$ cat src/sv/ocip_pkg.sv
// Types and constants of the collection image parser.
// No dependencies; used by ocip_step, the top level and the checker.
package ocip_pkg;

    typedef enum logic [1:0] {
        PH_HEADER,
        PH_ENTRY_HEAD,
        PH_PAYLOAD,
        PH_DONE
    } t_phase;

    localparam logic [2:0] EV_CONSUMED = 3'd0;
    localparam logic [2:0] EV_HEADER   = 3'd1;
    localparam logic [2:0] EV_PAYLOAD  = 3'd2;
    localparam logic [2:0] EV_SUCCESS  = 3'd3;
    localparam logic [2:0] EV_ERROR    = 3'd4;

    localparam logic [2:0] ERR_COUNT_SIZE      = 3'd0;
    localparam logic [2:0] ERR_FRAMING         = 3'd1;
    localparam logic [2:0] ERR_TRUNCATED       = 3'd2;
    localparam logic [2:0] ERR_INVALID_ENTRY   = 3'd3;
    localparam logic [2:0] ERR_TRAILING        = 3'd4;
    localparam logic [2:0] ERR_LENGTH_MISMATCH = 3'd5;

    localparam logic [1:0] CFG_SORTED_MODE     = 2'd0;
    localparam logic [1:0] CFG_ENTRY_COUNT     = 2'd1;
    localparam logic [1:0] CFG_TOTAL_LENGTH    = 2'd2;
    localparam logic [1:0] CFG_MAX_ENTRY_BYTES = 2'd3;

    localparam logic [31:0] MAX_ENTRY_RESET = 32'h2000_0000;
    localparam logic [31:0] IMAGE_HDR_BYTES = 32'd8;
    localparam logic [3:0]  FRAME_SORTED    = 4'd12;
    localparam logic [3:0]  FRAME_LIST      = 4'd4;
    localparam logic [3:0]  SCORE_END       = 4'd12;
    localparam logic [3:0]  LEN_END         = 4'd4;

    typedef struct packed {
        logic        sorted_mode;
        logic [31:0] entry_count;
        logic [31:0] total_length;
        logic [31:0] max_entry_bytes;
    } t_cfg;

    typedef struct packed {
        t_phase      phase;
        logic [31:0] field_shift;
        logic [3:0]  field_bytes_left;
        logic [31:0] payload_left;
        logic [31:0] entries_seen;
        logic [63:0] held_score;
        logic        error_flag;
        logic [2:0]  held_error;
    } t_state;

    typedef struct packed {
        logic [2:0]  event_res;
        logic [31:0] entry_index;
        logic [63:0] score_bits;
        logic [31:0] entry_length;
        logic [7:0]  payload_byte;
        logic        entry_done;
        logic [2:0]  error_code;
    } t_result;

    localparam t_state STATE_CLEAR = '{
        phase: PH_HEADER, field_shift: 32'd0, field_bytes_left: 4'd0,
        payload_left: 32'd0, entries_seen: 32'd0, held_score: 64'd0,
        error_flag: 1'b0, held_error: 3'd0};

    // "LZS1" for sorted sets, "LVL1" for lists
    function automatic logic [7:0] magic_byte(input logic sorted, input logic [1:0] idx);
        logic [7:0] b;
        case (idx)
            2'd0:    b = 8'h4C;
            2'd1:    b = sorted ? 8'h5A : 8'h56;
            2'd2:    b = sorted ? 8'h53 : 8'h4C;
            default: b = 8'h31;
        endcase
        return b;
    endfunction

endpackage

$ cat src/sv/ordered_collection_image_parser_unit.sv
// Collection image parser: one byte request per cycle, one result per request.
// A request is taken into the input register and moves on into the result register
// once that register is free. Throughput 1 request per cycle while the result is not stalled.
// Input stalls only while a stalled result holds the result register.
// Synchronous active-low reset clears parse state, handshake valids and restores
// register defaults (max_entry_bytes 2^29, others 0). End request rearms the parser.
module ordered_collection_image_parser_unit #(
    parameter int LENGTH_BITS = 32
) (
    input  logic        i_clk,
    input  logic        i_rst_n,
    input  logic        i_in_valid,
    output logic        o_in_stall,
    input  logic        i_func,
    input  logic [7:0]  i_data_byte,
    output logic        o_out_valid,
    input  logic        i_out_stall,
    output logic [2:0]  o_event_res,
    output logic [31:0] o_entry_index,
    output logic [63:0] o_score_bits,
    output logic [31:0] o_entry_length,
    output logic [7:0]  o_payload_byte,
    output logic        o_entry_done,
    output logic [2:0]  o_error_code,
    input  logic        i_cfg_valid,
    output logic        o_cfg_ready,
    input  logic [1:0]  i_cfg_index,
    input  logic [31:0] i_cfg_data
);
    ocip_pkg::t_cfg         r_cfg;
    ocip_pkg::t_state       r_state, n_state;
    logic [LENGTH_BITS-1:0] r_byte_pos, n_byte_pos;
    ocip_pkg::t_result      r_result, n_result;
    logic                   r_in_valid, r_in_func, r_out_valid;
    logic [7:0]             r_in_byte;
    logic                   out_free, fire;

    assign out_free    = !r_out_valid || !i_out_stall;
    assign fire        = r_in_valid && out_free;
    assign o_in_stall  = r_in_valid && !out_free;
    assign o_cfg_ready = 1'b1;

    ocip_step #(
        .LENGTH_BITS(LENGTH_BITS)
    ) u_step (
        .i_func     (r_in_func),
        .i_data_byte(r_in_byte),
        .i_cfg      (r_cfg),
        .i_state    (r_state),
        .i_byte_pos (r_byte_pos),
        .o_state    (n_state),
        .o_byte_pos (n_byte_pos),
        .o_result   (n_result)
    );

    always_ff @(posedge i_clk) begin
        if (!i_rst_n) begin
            r_cfg.sorted_mode     <= 1'b0;
            r_cfg.entry_count     <= 32'd0;
            r_cfg.total_length    <= 32'd0;
            r_cfg.max_entry_bytes <= ocip_pkg::MAX_ENTRY_RESET;
            r_state               <= ocip_pkg::STATE_CLEAR;
            r_byte_pos            <= '0;
            r_in_valid            <= 1'b0;
            r_out_valid           <= 1'b0;
        end else begin
            if (i_cfg_valid) begin
                case (i_cfg_index)
                    ocip_pkg::CFG_SORTED_MODE:     r_cfg.sorted_mode     <= i_cfg_data[0];
                    ocip_pkg::CFG_ENTRY_COUNT:     r_cfg.entry_count     <= i_cfg_data;
                    ocip_pkg::CFG_TOTAL_LENGTH:    r_cfg.total_length    <= i_cfg_data;
                    ocip_pkg::CFG_MAX_ENTRY_BYTES: r_cfg.max_entry_bytes <= i_cfg_data;
                    default: ;
                endcase
            end
            // input stage advances whenever it is not held by a full result stage
            if (!o_in_stall) begin
                r_in_valid <= i_in_valid;
            end
            if (out_free) begin
                r_out_valid <= r_in_valid;
            end
            if (fire) begin
                r_state    <= n_state;
                r_byte_pos <= n_byte_pos;
            end
        end
    end

    always_ff @(posedge i_clk) begin
        if (i_in_valid && !o_in_stall) begin
            r_in_func <= i_func;
            r_in_byte <= i_data_byte;
        end
        if (fire) begin
            r_result <= n_result;
        end
    end

    assign o_out_valid    = r_out_valid;
    assign o_event_res    = r_result.event_res;
    assign o_entry_index  = r_result.entry_index;
    assign o_score_bits   = r_result.score_bits;
    assign o_entry_length = r_result.entry_length;
    assign o_payload_byte = r_result.payload_byte;
    assign o_entry_done   = r_result.entry_done;
    assign o_error_code   = r_result.error_code;

endmodule

$ cat src/sv/ocip_step.sv
// One-byte step of the image parser: next state and result of one request.
// Pure combinational; depends on ocip_pkg.
module ocip_step #(
    parameter int LENGTH_BITS = 32
) (
    input  logic                   i_func,
    input  logic [7:0]             i_data_byte,
    input  ocip_pkg::t_cfg         i_cfg,
    input  ocip_pkg::t_state       i_state,
    input  logic [LENGTH_BITS-1:0] i_byte_pos,
    output ocip_pkg::t_state       o_state,
    output logic [LENGTH_BITS-1:0] o_byte_pos,
    output ocip_pkg::t_result      o_result
);
    localparam int CW = ((LENGTH_BITS > 32) ? LENGTH_BITS : 32) + 1;
    localparam logic [LENGTH_BITS-1:0] POS_MAX = '1;

    logic [CW-1:0]          pos_w, tot_w, after_w, len_w, pos_inc_w;
    logic [LENGTH_BITS-1:0] pos_inc;
    logic [3:0]             frame;
    logic [35:0]            count_f;
    logic [31:0]            tot_m8;
    logic                   count_bad, magic_ok;
    logic [31:0]            hdr_shift;
    logic [3:0]             fbl_eff, fbl_dec, sidx_w, fidx_w;
    logic [63:0]            score_base, score_new;
    logic [31:0]            fs_base, fs_new;
    logic                   trunc_bad, nan, len_bad;
    logic [31:0]            es_inc, pl_dec;
    logic                   fin_done, trail, pl_done;

    assign pos_w     = CW'(i_byte_pos);
    assign tot_w     = CW'(i_cfg.total_length);
    assign pos_inc   = (i_byte_pos != POS_MAX) ? i_byte_pos + 1'b1 : i_byte_pos;
    assign pos_inc_w = CW'(pos_inc);
    assign after_w   = pos_w + CW'(1);
    assign frame     = i_cfg.sorted_mode ? ocip_pkg::FRAME_SORTED : ocip_pkg::FRAME_LIST;

    // count > (total-8)/frame  <=>  count*frame > total-8
    assign count_f   = i_cfg.sorted_mode
                     ? ({i_cfg.entry_count, 4'b0000} - {2'b00, i_cfg.entry_count, 2'b00})
                     : {2'b00, i_cfg.entry_count, 2'b00};
    assign tot_m8    = i_cfg.total_length - ocip_pkg::IMAGE_HDR_BYTES;
    assign count_bad = count_f > {4'd0, tot_m8};
    assign magic_ok  = i_data_byte == ocip_pkg::magic_byte(i_cfg.sorted_mode, i_byte_pos[1:0]);
    assign hdr_shift = ((i_byte_pos == '0) ? 32'd0 : i_state.field_shift)
                     | (32'(i_data_byte) << {i_byte_pos[1:0], 3'b000});

    // Entry header: a fresh field starts when no bytes are left
    assign fbl_eff    = (i_state.field_bytes_left == 4'd0) ? frame : i_state.field_bytes_left;
    assign score_base = (i_state.field_bytes_left == 4'd0) ? 64'd0 : i_state.held_score;
    assign fs_base    = (i_state.field_bytes_left == 4'd0) ? 32'd0 : i_state.field_shift;
    assign sidx_w     = ocip_pkg::SCORE_END - fbl_eff;
    assign fidx_w     = ocip_pkg::LEN_END - fbl_eff;
    assign score_new  = (fbl_eff > 4'd4)
                      ? (score_base | (64'(i_data_byte) << {sidx_w[2:0], 3'b000}))
                      : score_base;
    assign fs_new     = (fbl_eff > 4'd4)
                      ? fs_base
                      : (fs_base | (32'(i_data_byte) << {fidx_w[1:0], 3'b000}));
    assign fbl_dec    = fbl_eff - 4'd1;
    assign trunc_bad  = (pos_w > tot_w) || ((tot_w - pos_w) < CW'(frame));
    assign len_w      = CW'(fs_new);
    assign nan        = (&score_new[62:52]) && (|score_new[51:0]);
    assign len_bad    = nan || (fs_new > i_cfg.max_entry_bytes) || (after_w > tot_w)
                      || (len_w > (tot_w - after_w));

    assign es_inc   = i_state.entries_seen + 32'd1;
    assign fin_done = es_inc >= i_cfg.entry_count;
    assign trail    = pos_inc_w != tot_w;
    assign pl_dec   = (i_state.payload_left != 32'd0) ? i_state.payload_left - 32'd1 : 32'd0;
    assign pl_done  = pl_dec == 32'd0;

    always_comb begin
        o_state    = i_state;
        o_byte_pos = i_byte_pos;
        o_result   = '0;
        o_result.entry_index = i_state.entries_seen;

        if (i_func) begin
            o_result.event_res = ocip_pkg::EV_ERROR;
            if (i_state.error_flag) begin
                o_result.error_code = i_state.held_error;
            end else if (i_state.phase == ocip_pkg::PH_DONE && pos_w == tot_w) begin
                o_result.event_res = ocip_pkg::EV_SUCCESS;
            end else begin
                o_result.error_code = ocip_pkg::ERR_LENGTH_MISMATCH;
            end
            // rearm for the next image
            o_state    = ocip_pkg::STATE_CLEAR;
            o_byte_pos = '0;
        end else if (i_state.error_flag) begin
            o_result.event_res  = ocip_pkg::EV_ERROR;
            o_result.error_code = i_state.held_error;
        end else begin
            o_byte_pos = pos_inc;
            case (i_state.phase)
                ocip_pkg::PH_HEADER: begin
                    if (i_byte_pos == '0 && (i_cfg.entry_count == 32'd0 ||
                        i_cfg.total_length < ocip_pkg::IMAGE_HDR_BYTES)) begin
                        o_state.error_flag = 1'b1;
                        o_state.held_error = ocip_pkg::ERR_COUNT_SIZE;
                    end else if ((i_byte_pos == '0 && count_bad) ||
                                 (pos_w < CW'(4) && !magic_ok) ||
                                 (pos_w >= CW'(7) && hdr_shift != i_cfg.entry_count)) begin
                        o_state.error_flag = 1'b1;
                        o_state.held_error = ocip_pkg::ERR_FRAMING;
                    end else if (pos_w >= CW'(7)) begin
                        o_state.phase            = ocip_pkg::PH_ENTRY_HEAD;
                        o_state.field_bytes_left = 4'd0;
                        o_state.entries_seen     = 32'd0;
                        o_state.field_shift      = 32'd0;
                    end else if (pos_w >= CW'(4)) begin
                        o_state.field_shift = hdr_shift;
                    end else begin
                        o_state.field_shift = 32'd0;
                    end
                end
                ocip_pkg::PH_ENTRY_HEAD: begin
                    if (i_state.field_bytes_left == 4'd0 && trunc_bad) begin
                        o_state.error_flag = 1'b1;
                        o_state.held_error = ocip_pkg::ERR_TRUNCATED;
                    end else if (fbl_dec == 4'd0 && len_bad) begin
                        o_state.error_flag = 1'b1;
                        o_state.held_error = ocip_pkg::ERR_INVALID_ENTRY;
                    end else begin
                        o_state.held_score       = score_new;
                        o_state.field_shift      = fs_new;
                        o_state.field_bytes_left = fbl_dec;
                        if (fbl_dec == 4'd0) begin
                            o_result.event_res    = ocip_pkg::EV_HEADER;
                            o_result.score_bits   = score_new;
                            o_result.entry_length = fs_new;
                            o_result.entry_done   = fs_new == 32'd0;
                            if (fs_new == 32'd0) begin
                                o_state.entries_seen = es_inc;
                                if (fin_done) begin
                                    o_state.phase = ocip_pkg::PH_DONE;
                                    if (trail) begin
                                        o_state.error_flag = 1'b1;
                                        o_state.held_error = ocip_pkg::ERR_TRAILING;
                                    end
                                end else begin
                                    o_state.phase = ocip_pkg::PH_ENTRY_HEAD;
                                end
                            end else begin
                                o_state.payload_left = fs_new;
                                o_state.phase        = ocip_pkg::PH_PAYLOAD;
                            end
                        end
                    end
                end
                ocip_pkg::PH_PAYLOAD: begin
                    o_state.payload_left  = pl_dec;
                    o_result.event_res    = ocip_pkg::EV_PAYLOAD;
                    o_result.payload_byte = i_data_byte;
                    o_result.entry_done   = pl_done;
                    if (pl_done) begin
                        o_state.entries_seen = es_inc;
                        if (fin_done) begin
                            o_state.phase = ocip_pkg::PH_DONE;
                            if (trail) begin
                                o_state.error_flag = 1'b1;
                                o_state.held_error = ocip_pkg::ERR_TRAILING;
                            end
                        end else begin
                            o_state.phase            = ocip_pkg::PH_ENTRY_HEAD;
                            o_state.field_bytes_left = 4'd0;
                        end
                    end
                end
                default: begin
                    // byte after a complete image
                    o_state.error_flag = 1'b1;
                    o_state.held_error = ocip_pkg::ERR_LENGTH_MISMATCH;
                end
            endcase
            // trailing error is held for later requests; this one reports normally
            if (o_state.error_flag && o_state.held_error != ocip_pkg::ERR_TRAILING) begin
                o_result              = '0;
                o_result.entry_index  = i_state.entries_seen;
                o_result.event_res    = ocip_pkg::EV_ERROR;
                o_result.error_code   = o_state.held_error;
            end
        end
    end

endmodule

$ cat config.mk
export PLATFORM = sky130hd
export DESIGN_NAME = ordered_collection_image_parser_unit
export DESIGN_NICKNAME = d
export VERILOG_FILES = /design/src/sv/ocip_pkg.sv /design/src/sv/ordered_collection_image_parser_unit.sv /design/src/sv/ocip_step.sv
export SDC_FILE = /design/constraint.sdc
export NUM_CORES = 2
export LEC_CHECK = 0
export BUFFER_PORTS_ARGS = -buffer_cell sky130_fd_sc_hd__buf_2
export CAP_MARGIN = 10
export CORE_AREA = 5 5 293 295
export CTS_CLUSTER_SIZE = 10
export DETAILED_ROUTE_END_ITERATION = 7
export DIE_AREA = 0 0 298 300
export SYNTH_ARGS = -nofsm -noshare
export SYNTH_HDL_FRONTEND = slang
export SYNTH_SLANG_ARGS = --single-unit
$ cat constraint.sdc
create_clock -name i_clk -period 14.05 [get_ports i_clk]
set_input_delay 2.1075 -clock i_clk [delete_from_list [all_inputs] [get_ports i_clk]]
set_output_delay 2.1075 -clock i_clk [all_outputs]
set_load 0.01 [all_outputs]
# ---- Word level (Yosys, flattened, before mapping)
# Index checks and enable logic that the tools add are counted.
dict set report totals {
  regBits 453
  inputBits 48
  out_inout_bits 146
  elab_cells 218
}
dict set report classes {
  addsub 11
  magnitude_cmp 12
  n_eq_ne 27
  n_shift 3
  mux 80
  bitwise 6
  n_reduce_logical 55
}
# cell count
set op_table {}
lappend op_table {{32-bit 2-to-1 mux} 15}
lappend op_table {{96-bit 2-to-1 mux} 4}
lappend op_table {{170-bit 2-to-1 mux} 2}
lappend op_table {{166-bit 2-to-1 mux} 2}
lappend op_table {{137-bit 2-to-1 mux} 2}
lappend op_table {{64-bit 2-to-1 mux} 4}
lappend op_table {{143-bit 2-to-1 mux} 1}
lappend op_table {{32-bit zero test} 4}
lappend op_table {{32-bit case mux with 2 select lines} 2}
lappend op_table {{32-bit case mux with 3 select lines} 1}
lappend op_table {{38-bit 2-to-1 mux} 2}
lappend op_table {{4-bit 2-to-1 mux} 17}
lappend op_table {{32-bit by 1-bit adder with 32-bit output (second input constant)} 2}
lappend op_table {{32-bit by 3-bit greater-or-equal comparator with 1-bit output (second input constant)} 2}
lappend op_table {{32-bit > comparator} 2}
lappend op_table {{32-bit != test} 2}
lappend op_table {{32-bit OR} 2}
lappend op_table {{64-bit OR} 1}
lappend op_table {{8-bit by 5-bit << shifter with 32-bit output} 2}
lappend op_table {{8-bit by 6-bit << shifter with 64-bit output} 1}
lappend op_table {{52-bit OR reduction} 1}
lappend op_table {{36-bit by 32-bit > comparator with 1-bit output} 1}
lappend op_table {{36-bit 2-to-1 mux} 1}
lappend op_table {{36-bit by 34-bit subtractor with 36-bit output} 1}
lappend op_table {{52 further kinds} 120}

# ---- Longest topological paths before layout
dict set report depth {
  ltp_word 22
  ltp_mapped 36
  ltp_nobuf 32
}

# ---- By module
# A second synthesis with hierarchy kept.
dict set report unflattened {
  cells_unflattened 4845
  hier_area_um2 38584.5
}
# mod n_inst cells_per_inst area_per_inst_um2 seq_area_each_um2
set by_module_without_submodules {}
lappend by_module_without_submodules {ocip_step 1 3453 22151.2 0.0}
lappend by_module_without_submodules {ordered_collection_image_parser_unit 1 1392 16433.3 10590.2}

# ---- Worst setup path before layout
# Ideal clock, no wire load.
dict set report synth_timing {
  kind {input port to flip-flop}
  from {input i_out_stall}
  to {register r_state[155] in the netlist's numbering}
  setup_time_ns 0.128
  arrival_ns 12.089
  t_required_ns 13.922
  path_slack_ns 1.834
  stages 8
  n_path_buf 2
  cell_sequence {a21boi_1 > o21ai_1 > a31oi_1 > o21ai_0 > buf_2 > buf_2 > mux2i_1 > nor2_1}
}
dict set report synth_between {
  elab_chain_len 4
}
# item line_no
set synth_lines {}
lappend synth_lines {{start, declared} ordered_collection_image_parser_unit.sv:17} ;# input logic i_out_stall,
lappend synth_lines {{1-bit zero test} ordered_collection_image_parser_unit.sv:38} ;# assign out_free = !r_out_valid || !i_out_stall;
lappend synth_lines {{1-bit logical OR} ordered_collection_image_parser_unit.sv:38}
lappend synth_lines {{1-bit logical AND} ordered_collection_image_parser_unit.sv:39} ;# assign fire = r_in_valid && out_free;
lappend synth_lines {{7-bit AND reduction (no line)} n/a}
lappend synth_lines {{end signal, assigned} ordered_collection_image_parser_unit.sv:62} ;# r_state <= ocip_pkg::STATE_CLEAR;
lappend synth_lines {{end signal, assigned} ordered_collection_image_parser_unit.sv:84} ;# r_state <= n_state;
lappend synth_lines {{end, declared} ordered_collection_image_parser_unit.sv:31} ;# ocip_pkg::t_state r_state, n_state;
# No other way between the ends.
# A chain may end at the register's enable or synchronous reset.

# ---- Final worst setup path
dict set report layout_timing {
  from {register r_byte_pos[2]}
  to {register r_result (netlist bit o_score_bits[25]) (data pin)}
}
dict set report layout_between {
  elab_chain_len 15
  word_cells_on_any_way 43
  classes_between {add/sub (4); order compare (6); eq/ne (4); mux (14); bitwise (1); reduce/logical (14)}
}
# item line_no
set layout_lines {}
lappend layout_lines {{start, declared} ordered_collection_image_parser_unit.sv:32} ;# logic [LENGTH_BITS-1:0] r_byte_pos, n_byte_pos;
lappend layout_lines {{start signal, assigned} ordered_collection_image_parser_unit.sv:85} ;# r_byte_pos <= n_byte_pos;
lappend layout_lines {{branches (longest 14 deep; another with 32-bit by 1-bit adder with 33-bit output)} n/a}
lappend layout_lines {{7-bit OR reduction (no line) *} n/a}
lappend layout_lines {{end signal, assigned} ordered_collection_image_parser_unit.sv:96} ;# r_result <= n_result;
lappend layout_lines {{end, declared} ordered_collection_image_parser_unit.sv:33} ;# ocip_pkg::t_result r_result, n_result;
# Mark *: on every way between the ends. The select of a mux whose other input is x is not followed.

==> flow_summary.yaml <==
clock_tree:
  clock-sinks: 453
  numCtsBuffers: 56
  cts_tree: "built"
  cts_root_buf: "clkbuf_16"
  clockBufferDepth: 3
  cts_resized: 0
  clock_latency_ps: 640
  cts_setup_buffers: 0
  cts_htree_levels: 2
  cts_hold_buf: 0
  clk_pin_slew_ps: 60
power_and_ir_drop:
  comb_power_share_pct: 21.4
  p_sw_w: 0.00112
  power.total_w: 0.00359
  peakVddDrop_mv: 0.0831
  p_sw_share_pct: 31.2
  power.density_nw_per_um2: 94.0
  seqPwrFrac_pct: 39.2
  clockPowerShare_pct: 39.4
  intPower_w: 0.00247
  total_leakage_power_nw: 14.4
logic_synthesis:
  syn_nets: 4641
  synth.avg_cell_area_um2: 7.93
  ys_top_cells_by_area: "dfxtp_1 17%, edfxtp_1 13%, ha_1 8.6%, nand2_1 5.6%, a21oi_1 5.3%"
  synth_edf_count: 152
  yosysTopAreaCell: "dfxtp_1"
  synthCells: 4355
  netlist.area_leader.share_pct: 17.5
  ys_seq_area_share_pct: 30.7
  ys_async_sr_fraction_pct: 0
  ys_types: 100
  syn_area_um2: 34500
  ys_ff_latch: 453
  yosysWarningCount: 0
  synth-main-ff-cell: "dfxtp_1"
critical_path:
  cp-start-kind: "register"
  cp.required_ps: 14390
  worstSetupPathType: "reg -> reg"
  crit_fanout: 59
  crit_family: "compound AO/OA/AOI/OAI gates"
  critical_path_buf_inv_count: 1
  end_kind: "register"
  cpPeakStageDelay_ps: 730
  cp_data_arrival_time_ps: 9600
  slowest_stage: "dfxtp_1"
sta:
  finalCritPeriodShare_pct: 65.9
  clock-skew-final_ps: 36.2
  final_hold_viol_count: 0
  setup_violations: 0
  slew_headroom_pct: 18.5
  grt_setup_unrepaired: "no"
  maxSlewViolCount: 0
  fin_crit_ps: 9260
  fin_setup_tns_ps: 0
  fmax_ghz: 0.108
  worst_pin_slew_ps: 1220
die:
  die_y_um: 300
  die_w_um: 298
  start_util_pct: 41.7
  core-area_um2: 82900
  io_pins: 194
  rows: 106
  die-area_um2: 89400
grt:
  grt_pass1_vias: 32277
  antenna_found_initial: 1
  grt_use_total_pct: 30.1
  grt-ovfl-total: 0
  grt_first_pass_wirelength_um: 210000
  grt_start_max_net_pins: 81
drt:
  drt_iter0_markers: 3793
  routed_wl_um: 142000
  ant_nets: 0
  drt-vias-per-instance: 6.30
  drc: 1
  wl_per_cell_um: 25.7
  via_count: 34754
  dr.pass1.iters: 8
place:
  place_congestion: 1.02
  hpwl_um: 106000
  portBuffers: 192
layout:
  antenna_cells: 0
  drive_gt1_share_pct: 10.1
  nNetsFinal: 4675
  area_growth_pct: 10.6
flow_run:
  cap_violations: 0
hold_path:
  hp-class: "reg -> reg"
run_status:
  outcome: "finished, violations left"
  violations: "DRC"
[state kept, by name, summed over array words and instances (netlist names), 3 cells and up]
| signal | count |
|---|---|
| o_error_code | 3 |
| r_state | 170 |
| r_byte_pos | 32 |
| o_entry_index | 32 |
| o_payload_byte | 8 |
| r_in_byte | 8 |
| o_entry_length | 32 |
| r_cfg | 97 |
| o_score_bits | 64 |
| o_event_res | 3 |
[routing by layer]
metal	vias up	share of wire, %	track usage (%)
met3	378	8.0	4.71
met2	1664	45	48.3
li1	16187	-	-
met5	-	0	0
met4	0	6.2	15.3
met1	16525	41	39.4
[layout by cell type, fill, tap and decap left out, types with 38 or more instances in the layout]
cell type    n
a211oi_1    57
clkbuf_16   57
a21oi_1    368
nand2_1    513
nor4_1      63
nand4_1     92
a21o_1      61
a22oi_1     77
ha_1       236
edfxtp_1   152
inv_1      212
o22ai_1     50
o211ai_1    39
and3_1      44
buf_4       95
nor2b_1     56
buf_2      191
nand3_1    174
or3_1       74
xnor2_1    118
xor2_1      49
dfxtp_1    300
mux2i_1     54
a21boi_0    76
nor3_1     158
nor2_1     224
o21ai_0    200
a31oi_1     38
[stage by stage]
step,cell area (um^2),util (%),std cells,hold WS (ps),setup slack (ps)
final,38200,46.1,5514,437,4790
after floorplan,34500,-,4355,406,1830
after global routing,38200,46.1,5514,448,4320
after CTS,38200,46.0,5513,440,4550
after detailed placement,36400,43.9,5410,428,4590
after global placement,36400,43.9,5410,431,4830
[Yosys cell counts, types with 54 or more instances]
cell,n
nand2_1,514
a21oi_1,368
dfxtp_1,301
ha_1,237
clkbuf_1,233
nor2_1,226
inv_1,213
o21ai_0,201
nand3_1,174
nor3_1,160
edfxtp_1,152
xnor2_1,118
nand4_1,92
a22oi_1,77
a21boi_0,76
or3_1,74
nor4_1,64
a21o_1,61
a211oi_1,57
nor2b_1,57
mux2i_1,54
[path summary, 6_finish.rpt]
check	slack, ps	depth (start not counted)	start	to
worst min register to register	440	0	r_state[79]	o_entry_index[11]
worst min-delay path	440	0	r_state[79]	o_entry_index[11]
worst max-delay path	4790	28	r_byte_pos[2]	o_score_bits[25]
worst max register to register	4790	28	r_byte_pos[2]	o_score_bits[25]
[logic make-up after synthesis]
| logic type | Yosys count | synth area share [%] |
|---|---|---|
| AOI/OAI and AO/OA | 1269 | 24.2 |
| xor gates and xnor gates | 172 | 4.56 |
| adders and majority gates | 238 | 8.65 |
| buffers and inverters | 525 | 6.02 |
| DFF | 453 | 30.7 |
| muxes | 55 | 1.60 |
| other | 1 | 0.0109 |
| and+or+nand+nor | 1642 | 24.3 |
[area by class of cell]
type	instances	area (um^2)
inverter	214	808
tap	1080	1350
fill	8370	44700
clock buffer	90	1590
sequential	453	10600
multi-input combinational	3377	22000
timing repair buffer	287	1700
clock inverter	13	173
[power groups by stage]
stage | Sequential (W) | Clock [W] | Combinational, W
5_1_grt | 0.00141 | 0.00149 | 0.000832
6_report | 0.00141 | 0.00141 | 0.000769
3_5_place_dp | 0.00143 | 0 | 0.000748
3_3_place_gp | 0.00143 | 0 | 0.000750
2_1_floorplan | 0.00144 | 0 | 0.000504
4_1_cts | 0.00141 | 0.00144 | 0.000752
Note: power is estimated with default switching activity, not from simulation.
